<file path="src/rtl/i2cms_pkg.sv">
// ---------------------------------------------------------------------------
// i2cms_pkg
// shared types, command codes and phase counts for the i2c bit sequencer
// ---------------------------------------------------------------------------
package i2cms_pkg;

   localparam int PhaseWidth = 16;
   localparam int StepWidth  = 6;

   localparam logic [2:0] MODE_START = 3'd0;
   localparam logic [2:0] MODE_STOP  = 3'd1;
   localparam logic [2:0] MODE_WRITE = 3'd2;
   localparam logic [2:0] MODE_READ  = 3'd3;
   localparam logic [2:0] MODE_WAIT  = 3'd4;

   localparam logic [PhaseWidth-1:0] PHASE_TICKS_RESET = 16'd500;

   typedef struct packed {
      logic       valid;
      logic [2:0] mode;
      logic [7:0] write_data;
      logic       send_ack;
   } cmd_type;

   typedef struct packed {
      logic       scl;
      logic       sda;
      logic       busy;
      logic       done;
      logic [7:0] read_data;
      logic       ack_seen;
   } line_status_type;

   function automatic logic [StepWidth-1:0] phase_total(input logic [2:0] mode);
      logic [StepWidth-1:0] total;
      case (mode)
         MODE_START: total = 6'd4;
         MODE_STOP:  total = 6'd3;
         MODE_WRITE: total = 6'd25;
         MODE_READ:  total = 6'd19;
         default:    total = 6'd3;
      endcase
      return total;
   endfunction

endpackage

</file>
<file path="src/rtl/i2cms_seq.sv">
// ---------------------------------------------------------------------------
// i2cms_seq
// line phase sequencer: steps through the phases of one bus command, one phase count per tick
// ---------------------------------------------------------------------------
module i2cms_seq (
   input  logic                         clock,
   input  logic                         reset,
   input  logic                         advance,
   input  i2cms_pkg::cmd_type           cmd,
   input  logic                         sda_line,
   input  logic [i2cms_pkg::PhaseWidth-1:0] phase_ticks,
   output i2cms_pkg::line_status_type   status
);
   import i2cms_pkg::*;

   logic [StepWidth-1:0]  step_ff, step_in;
   logic [PhaseWidth-1:0] count_ff, count_in;
   logic [2:0]            mode_ff, mode_in;
   logic [7:0]            shift_ff, shift_in;
   logic [1:0]            sub_ff, sub_in;
   logic                  ackc_ff, ackc_in;
   logic                  scl_ff, scl_in;
   logic                  sda_ff, sda_in;
   logic                  ack_ff, ack_in;

   logic [StepWidth-1:0]  total;
   logic [StepWidth-1:0]  k;
   logic [StepWidth-1:0]  step_inc;
   logic [PhaseWidth:0]   plen;
   logic                  busy;
   logic                  done;
   logic                  enter;

   assign total    = phase_total(mode_ff);
   assign busy     = step_ff != '0;
   assign done     = busy && (step_ff > total);
   assign step_inc = step_ff + 6'd1;
   assign plen     = (phase_ticks == '0) ? 17'd1 : {1'b0, phase_ticks};

   always_comb begin
      step_in  = step_ff;
      count_in = count_ff;
      mode_in  = mode_ff;
      shift_in = shift_ff;
      sub_in   = sub_ff;
      ackc_in  = ackc_ff;
      scl_in   = scl_ff;
      sda_in   = sda_ff;
      ack_in   = ack_ff;
      enter    = 1'b0;
      k        = '0;

      if (advance) begin
         if (!busy) begin
            if (cmd.valid && cmd.mode <= MODE_WAIT) begin
               mode_in  = cmd.mode;
               shift_in = (cmd.mode == MODE_WRITE) ? cmd.write_data : 8'd0;
               ackc_in  = cmd.send_ack;
               count_in = '0;
               sub_in   = 2'd0;
               step_in  = 6'd1;
               enter    = 1'b1;
               k        = '0;
            end
         end else if (done) begin
            if (mode_ff == MODE_READ) begin
               sda_in = 1'b1;
            end
            step_in  = '0;
            count_in = '0;
         end else if ({1'b0, count_ff} + 17'd1 >= plen) begin
            // sample at the end of the phase
            if (mode_ff == MODE_READ && step_ff < 6'd17 && step_ff[0]) begin
               shift_in = {shift_ff[6:0], sda_line};
            end else if (mode_ff == MODE_WAIT && step_ff == 6'd2) begin
               ack_in = !sda_line;
            end
            step_in  = step_inc;
            count_in = '0;
            if (step_inc <= total) begin
               enter = 1'b1;
               k     = step_ff;
            end
         end else begin
            count_in = count_ff + 16'd1;
         end
      end

      if (enter) begin
         case (mode_in)
            MODE_START: begin
               if (k == 6'd0) sda_in = 1'b1;
               else if (k == 6'd1) scl_in = 1'b1;
               else if (k == 6'd2) sda_in = 1'b0;
               else scl_in = 1'b0;
            end
            MODE_STOP: begin
               if (k == 6'd0) sda_in = 1'b0;
               else if (k == 6'd1) scl_in = 1'b1;
               else sda_in = 1'b1;
            end
            MODE_WRITE: begin
               if (k >= 6'd24) begin
                  sda_in = 1'b1;
               end else begin
                  case (sub_in)
                     2'd0:    sda_in = shift_in[7];
                     2'd1:    scl_in = 1'b1;
                     default: begin
                        scl_in   = 1'b0;
                        shift_in = {shift_in[6:0], 1'b0};
                     end
                  endcase
                  sub_in = (sub_in == 2'd2) ? 2'd0 : sub_in + 2'd1;
               end
            end
            MODE_READ: begin
               if (k < 6'd16) begin
                  if (!k[0]) begin
                     scl_in = 1'b1;
                     if (k == 6'd0) sda_in = 1'b1;
                  end else begin
                     scl_in = 1'b0;
                  end
               end else if (k == 6'd16) begin
                  sda_in = !ackc_in;
               end else if (k == 6'd17) begin
                  scl_in = 1'b1;
               end else begin
                  scl_in = 1'b0;
               end
            end
            default: begin
               if (k == 6'd0) sda_in = 1'b1;
               else if (k == 6'd1) scl_in = 1'b1;
               else scl_in = 1'b0;
            end
         endcase
      end
   end

   always_ff @(posedge clock) begin
      if (reset) begin
         step_ff  <= '0;
         count_ff <= '0;
         mode_ff  <= MODE_START;
         shift_ff <= '0;
         sub_ff   <= '0;
         ackc_ff  <= 1'b0;
         scl_ff   <= 1'b1;
         sda_ff   <= 1'b1;
         ack_ff   <= 1'b0;
      end else begin
         step_ff  <= step_in;
         count_ff <= count_in;
         mode_ff  <= mode_in;
         shift_ff <= shift_in;
         sub_ff   <= sub_in;
         ackc_ff  <= ackc_in;
         scl_ff   <= scl_in;
         sda_ff   <= sda_in;
         ack_ff   <= ack_in;
      end
   end

   always_comb begin
      status.scl       = scl_ff;
      status.sda       = sda_ff;
      status.busy      = busy;
      status.done      = done;
      status.read_data = (done && mode_ff == MODE_READ) ? shift_ff : 8'd0;
      status.ack_seen  = ack_ff;
   end

endmodule

</file>
<file path="src/rtl/i2c_master_bit_sequencer_core.sv">
// ---------------------------------------------------------------------------
// i2c_master_bit_sequencer_core
// i2c master line sequencer, one tick per transaction
// ---------------------------------------------------------------------------
// each req transaction is one bus tick: it may carry a command (start, stop,
// write byte, read byte, wait ack) and always carries the sampled sda level.
// commands are taken only while the sequencer is idle; otherwise ignored.
// each req transaction yields exactly one rsp transaction holding the line
// drives and status as they stood before that tick, so the sequencer runs
// only as fast as ticks are fed.
// the rsp transaction is registered and appears in the cycle after its req transaction.
// throughput: one transaction per cycle; the output register lets a new req
// transaction in while the previous rsp transaction is taken in the same
// cycle. when rsp is stalled, req_tready drops and the state holds.
// csr write sets phase_ticks (ticks per line phase, zero counts as one);
// write only while idle. reset releases both lines, clears the state and
// loads phase_ticks with 500; the csr port is always ready.
// ---------------------------------------------------------------------------
module i2c_master_bit_sequencer_core (
   input  logic        clock,
   input  logic        reset,
   input  logic        req_tvalid,
   output logic        req_tready,
   input  logic [15:0] req_tdata,  // write_data[7:0], send_ack[8], sda_in[9], zero
   input  logic [3:0]  req_tuser,  // cmd_valid[0], mode[3:1]
   output logic        rsp_tvalid,
   input  logic        rsp_tready,
   output logic [15:0] rsp_tdata,  // scl_out, sda_out, busy_res, done_res,
                                   // read_data[11:4], ack_seen[12], zero
   input  logic        csr_valid,
   output logic        csr_ready,
   input  logic [15:0] csr_wdata
);
   import i2cms_pkg::*;

   logic                  rsp_valid_ff, rsp_valid_in;
   logic [15:0]           rsp_data_ff;
   logic [PhaseWidth-1:0] phase_ticks_ff;
   logic                  accept;
   cmd_type               cmd;
   line_status_type       status;

   assign req_tready = !rsp_valid_ff || rsp_tready;
   assign accept     = req_tvalid && req_tready;
   assign csr_ready  = 1'b1;

   assign cmd.valid      = req_tuser[0];
   assign cmd.mode       = req_tuser[3:1];
   assign cmd.write_data = req_tdata[7:0];
   assign cmd.send_ack   = req_tdata[8];

   i2cms_seq u_seq (
      .clock       (clock),
      .reset       (reset),
      .advance     (accept),
      .cmd         (cmd),
      .sda_line    (req_tdata[9]),
      .phase_ticks (phase_ticks_ff),
      .status      (status)
   );

   always_comb begin
      rsp_valid_in = rsp_valid_ff;
      if (accept) rsp_valid_in = 1'b1;
      else if (rsp_tready) rsp_valid_in = 1'b0;
   end

   always_ff @(posedge clock) begin
      if (reset) begin
         rsp_valid_ff   <= 1'b0;
         phase_ticks_ff <= PHASE_TICKS_RESET;
      end else begin
         rsp_valid_ff <= rsp_valid_in;
         if (csr_valid) phase_ticks_ff <= csr_wdata;
      end
   end

   always_ff @(posedge clock) begin
      if (accept) begin
         rsp_data_ff <= {3'd0, status.ack_seen, status.read_data, status.done,
                         status.busy, status.sda, status.scl};
      end
   end

   assign rsp_tvalid = rsp_valid_ff;
   assign rsp_tdata  = rsp_data_ff;

endmodule

</file>
<file path="config.mk">
export PLATFORM = sky130hd
export DESIGN_NAME = i2c_master_bit_sequencer_core
export DESIGN_NICKNAME = d
export VERILOG_FILES = /design/src/rtl/i2cms_pkg.sv /design/src/rtl/i2cms_seq.sv /design/src/rtl/i2c_master_bit_sequencer_core.sv
export SDC_FILE = /design/constraint.sdc
export NUM_CORES = 1
export LEC_CHECK = 0
export BUFFER_PORTS_ARGS = -buffer_cell sky130_fd_sc_hd__buf_2
export CAP_MARGIN = 15
export CORE_MARGIN = 1.5
export CORE_UTILIZATION = 53
export CTS_CLUSTER_DIAMETER = 120
export DETAILED_ROUTE_END_ITERATION = 16
export GPL_TIMING_DRIVEN = 0
export PLACE_DENSITY = 0.77
export SLEW_MARGIN = 25
export SYNTH_ARGS = -nofsm -noshare
export SYNTH_HDL_FRONTEND = slang
export SYNTH_SLANG_ARGS = --single-unit
</file>
<file path="constraint.sdc">
create_clock -name clock -period 3.35 [get_ports clock]
set_input_delay 0 -clock clock [delete_from_list [all_inputs] [get_ports clock]]
set_output_delay 0 -clock clock [all_outputs]
set_load 0.01 [all_outputs]
</file>
* After elaboration in Yosys (flattened, before gate mapping)
Cells that the tools add are included.
** Storage, ports and cells
- Register bits :: 69
- Input bits :: 41
- Output and inout bits :: 19
- Word-level logic and storage cells :: 151
** Operators by class
- Add/subtract/negate cells :: 4
- Magnitude comparators :: 7
- Eq/ne operators :: 23
- Muxes and demuxes :: 78
- Bitwise gates (word level) :: 2
- Reduce and logical (&&, ||, !) cells :: 24
** Operator list (number)
- two-way mux 8 bit :: 11
- two-way mux 16 bit :: 5
- two-way mux 6 bit :: 9
- two-way mux 1 bit :: 39
- adder 16 x 1 -> 17 bit (second input constant) :: 1
- greater-or-equal comparator 17 bit :: 1
- adder 16 x 1 -> 16 bit (second input constant) :: 1
- zero test 16 bit :: 1
- == test 3 x 2 -> 1 bit (second input constant) :: 5
- one-hot mux 5 bit (3 select lines) :: 1
- two-way mux 2 bit :: 7
- == test 6 x 2 -> 1 bit (second input constant) :: 2
- == test 6 x 5 -> 1 bit (second input constant) :: 2
- < comparator 6 x 5 -> 1 bit (second input constant) :: 2
- two-way mux 3 bit :: 3
- != test 3 bit (second input constant) :: 3
- AND reduction 9 bit :: 1
- != test 2 bit (second input constant) :: 4
- one-hot mux 1 bit (4 select lines) :: 2
- logical AND 1 bit :: 7
- adder 6 x 1 -> 6 bit (second input constant) :: 1
- == test 6 x 1 -> 1 bit (second input constant) :: 1
- greater-or-equal comparator 6 x 5 -> 1 bit (second input constant) :: 1
- > comparator 6 x 5 -> 1 bit :: 1
- other kinds (22) :: 27

* Depth between registers and ports, before layout
- Word-level depth :: 14
- Depth in mapped cells :: 17
- Gate-level depth less buffers :: 15

* Hierarchy
From an unflattened synthesis, not the netlist that was laid out.
** Unflattened totals
- Cell total of the unflattened synthesis :: 523
- Area, all modules :: 4524.3 µm²
** By module, submodules not included
- i2cms_seq :: instances 1, cells an instance 447, area each 3454.6 µm²
- i2c_master_bit_sequencer_core :: instances 1, cells an instance 76, area each 1069.8 µm²

* Least setup slack after synthesis
OpenSTA, ideal clock, no wires.
- Path kind :: reg2reg
- Start :: register u_seq.count_ff[2]
- End :: register u_seq.sda_ff
- Setup time :: 136 ps
- Arrival :: 3363 ps
- Required time :: 3214 ps
- Setup slack :: -149 ps
- Cell stages (with the launch flop) :: 15
- Buffers on the path :: 0
- Clock period less this slack :: 3499 ps
- Cell sequence :: dfxtp_1 -> nand3_1 -> or2_2 -> nor2_1 -> nand2_1 -> nor3_1 -> xor2_1 -> ha_1 -> nand3_1 -> or3_1 -> nand4_1 -> a31oi_2 -> or4_1 -> nor3_1 -> a31oi_1
** Between the ends
- Longest elaborated chain between the ends :: 12
- Elaborated cells between the ends (all ways) :: 33
** Ends and longest elaborated chain
- start: declaration :: line i2cms_seq.sv:17 : logic [PhaseWidth-1:0] count_ff, count_in;
- start signal: assignment :: line i2cms_seq.sv:155 : count_ff <= count_in;
- adder 16 x 1 -> 17 bit * :: line i2cms_seq.sv:71 : end else if ({1'b0, count_ff} + 17'd1 >= plen) begin
- greater-or-equal comparator 17 bit * :: line i2cms_seq.sv:71
- parallel branches: the longest is 9 deep, another holds < comparator 6 x 5 -> 1 bit
- two-way mux 1 bit * :: line i2cms_seq.sv:89 : if (enter) begin
- end signal: assignment :: line i2cms_seq.sv:161 : sda_ff <= sda_in;
- end: declaration :: line i2cms_seq.sv:23 : logic sda_ff, sda_in;
Every way passes the cells marked *.
A chain may end at the register's enable or synchronous reset.

* Final worst setup path
- Start :: register u_seq.count_ff[0]
- End :: register u_seq.sda_ff
Same word-level chain as after synthesis.

==> results.cfg <==
[die]
fp.dieH_um = 94.3
starting_density = 0.544
chipWidth_um = 94.3
fp.coreArea_um2 = 8130
top_level_ports = 60
dieArea_um2 = 8900
rows = 33

[placement]
hpwl_mm = 8.82
dp.cells = 678
gp_congestion = 1.05
port_buffers = 48
post-place-ws_ns = -0.872

[global_routing]
antenna_found_initial = 0
gr-total-overflow = 0
first_pass_grt_wire_length_mm = 20.3
pin_count_of_the_biggest_net_entering_global_routing = 22
grt_pass1_vias = 4226
grt.total_usage = 0.297

[worst_hold_path]
hold_depth = 4
class_of_the_tightest_hold_or_removal_check = primary input to flip-flop

[yosys]
synth_area_leaders = dfxtp_1, edfxtp_1, ha_1
yosysWarningCount = 0
netlist-cell-type-count = 66
yosysTopAreaCell = dfxtp_1
asyncSetResetFlopFracSynth = 0
yosys_register_bits = 69
netlist_instances = 523
synth_flop_cell = dfxtp_1
synth_sequential_area_ratio = 0.342
avgSynthCellArea_um2 = 8.45
synthesis.area_um2 = 4420
number_of_synthesized_flops_with_an_enable_pin = 13
synth_top_area_share = 0.254

[cts]
tritoncts = done
cts.htree.levels = 3
clk_transition_reported_paths_ns = 0.08
clock_path_buffers = 2
num_cts_buffers = 9
number_of_sinks_handled_by_clock_tree_synthesis = 69
cts-root-buf = clkbuf_8
worst_skew_pair.late_latency_ns = 0.36

[critical_path]
timing.critical_path.slowest_stage_cell = or4_4
critical_path.cell_chain = nand3_4 -> or2_4 -> nor2_4 -> nand2_4 -> nor3_2 -> xor2_1 -> ha_1 -> nand3_1 -> or3_1 -> nand4_1 -> buf_4 -> a31oi_4 -> or4_4 -> nor3_2 -> a31oi_1
path_max_fanout = 5
critPathLaunchType = flip-flop
worst_ep_required_time_ns = 3.59
worst_path_most_repeated_cell = nor3_2
worstSetupEndpointType = flip-flop
crit_type = flip-flop to flip-flop
r2r_cells = 15
cp.arrival_ns = 3.71
max_stage_delay_ns = 0.55

[pwr]
pwr_density_cell_nw_per_um2 = 322
power_uw = 1890
p_leak_uw = 0.00244
maximum_ir_drop_on_the_vdd_rail_v = 0.000225

[detailed_routing]
remaining_number_of_nets_flagged_by_the_antenna_check_after_routing = 0
drt-total-wl_mm = 13.0
top_sig_layer = met4
drt-vias-per-instance = 5.91
met3WireLength_um = 808
total_vias_in_the_final_route = 4380
met2WireLength_mm = 6.59
wire_per_inst_um = 17.6
drt-pass1-iter-count = 5
routedLengthMet1_mm = 5.20
remaining_drc_errors = 0
drt-initial-drc-count = 257

[sta]
sum_of_negative_setup_slack_ns = -0.676
worst_pin_slew_ns = 1.10
unrepaired_setup_endpoints_after_global_routing = true
final_max_slew_viol_count = 0
finalHoldWorstSlack_ns = 0.0140
finClkSkew_ns = 0.00952
worst_slack_ns = -0.122
worst_slew_margin_rel = 0.266
max_freq_mhz = 288
report.final.hold_viol_count = 0
layout_worst_path_cycle_share = 1.04
setup_viol = 9
final_period_minus_worst_setup_slack_ns = 3.47

[finish]
layoutNonFillerInstCount = 741
growth_of_design_area_from_synthesis_to_finish_pct = 32.7
layout-drive-gt1-share = 0.294
final_nets = 702
antenna_cells_inserted = 0

[run_status]
violated_checks = negative setup slack
outcome = complete, but fails checks

[flow_run]
cap_violations = 0
power breakdown:
part / leakage, uW / internal [uW] / total [uW] / switching, uW
Combinational: 0.00175 / 130 / 327 / 197
Clock: 0.0000996 / 338 / 672 / 334
Sequential: 0.000585 / 867 / 888 / 20.6
Total: 0.00244 / 1340 / 1890 / 552
worst max-delay path: cells and delay by family, from the launching register on:
kind                       cells  cell delay, ns
adders and majority gates      1            0.21
xor gates and xnor gates       1            0.24
buffers and inverters          1            0.16
and+or+nand+nor               10            2.11
DFF                            1            0.39
AOI/OAI and AO/OA              2            0.24
cell families (layout without fill, tap and decap cells):
logic type	after synthesis	after routing	share of synthesized area
fa+ha+maj	30	30	0.0849
flops	69	69	0.342
buf+inv	57	167	0.0569
compound gates	104	104	0.165
mux	17	17	0.0385
xor+xnor	31	31	0.0614
simple gates	213	214	0.250
other cells	2	4	0.00170
path summary, 6_finish.rpt:
kind	start	to	slack (ns)
worst min register to register	u_seq.ack_ff	rsp_tdata[12]	0.45
worst min-delay path	req_tuser[3]	u_seq.mode_ff[1]	0.01
worst max-delay path	u_seq.count_ff[0]	u_seq.sda_ff	-0.12
worst max register to register	u_seq.count_ff[0]	u_seq.sda_ff	-0.12
cell usage after synthesis (14+ instances only):
cell type / instances
a211oi_1: 14
dfxtp_1: 56
nand2_1: 43
mux2i_1: 17
inv_1: 30
xnor2_1: 21
nand3_1: 26
a21oi_1: 32
nor2_1: 58
ha_1: 30
stage by stage:
stage          utilization  area (um^2)
3_3_place_gp         0.593         4820
3_5_place_dp         0.593         4820
4_1_cts              0.678         5520
6_report             0.721         5870
5_1_grt              0.721         5870
2_1_floorplan            -         4450
cell usage in the layout, fill, tap and decap left out, drive strengths merged, types with 6 or more instances in the layout:
| master | instances |
|---|---|
| a31oi | 9 |
| dfxtp | 56 |
| inv | 31 |
| a211oi | 17 |
| buf | 88 |
| nand3 | 27 |
| xor2 | 10 |
| or3 | 6 |
| nor4 | 10 |
| and3 | 13 |
| clkinv | 6 |
| o211ai | 9 |
| clkbuf | 22 |
| o21ai | 8 |
| nor2 | 59 |
| or2 | 6 |
| nand2b | 6 |
| dlygate4sd3 | 19 |
| edfxtp | 13 |
| nor3 | 16 |
| nand2 | 44 |
| nor2b | 6 |
| mux2i | 17 |
| xnor2 | 21 |
| a21oi | 32 |
| nand4 | 8 |
| ha | 30 |
layer usage:
metal / GRT usage / up-vias
li1: - / 2088
met4: 0.121 / 0
met1: 0.357 / 2072
met5: 0 / -
met2: 0.523 / 178
met3: 0.0491 / 42
timing repair:
| action | CTS | global route |
|---|---|---|
| buffers inserted | 15 | 15 |
| setup endpoints to repair | 35 | 33 |
| gates resized for setup | 54 | 56 |
| pin swaps | 23 | 32 |
| hold buffers | 19 | 0 |
| cloned | 1 | 2 |
| endpoints found under the hold margin | 19 | 0 |
final cells by class:
type,instances,area [um^2]
Multi-Input combinational cell,400,3070
Fill cell,572,2270
Sequential cell,69,1530
Timing Repair Buffer,96,681
Buffer,23,148
Tap cell,105,131
Clock buffer,10,128
Inverter,32,120
Clock inverter,6,55.1
state kept, by name, indices dropped and copies added (netlist names), 2 cells and up:
register,count
phase_ticks_ff,16
u_seq.count_ff,16
rsp_tdata,13
u_seq.shift_ff,8
u_seq.step_ff,6
u_seq.mode_ff,3
u_seq.sub_ff,2
Note: power is estimated with default switching activity, not from simulation.
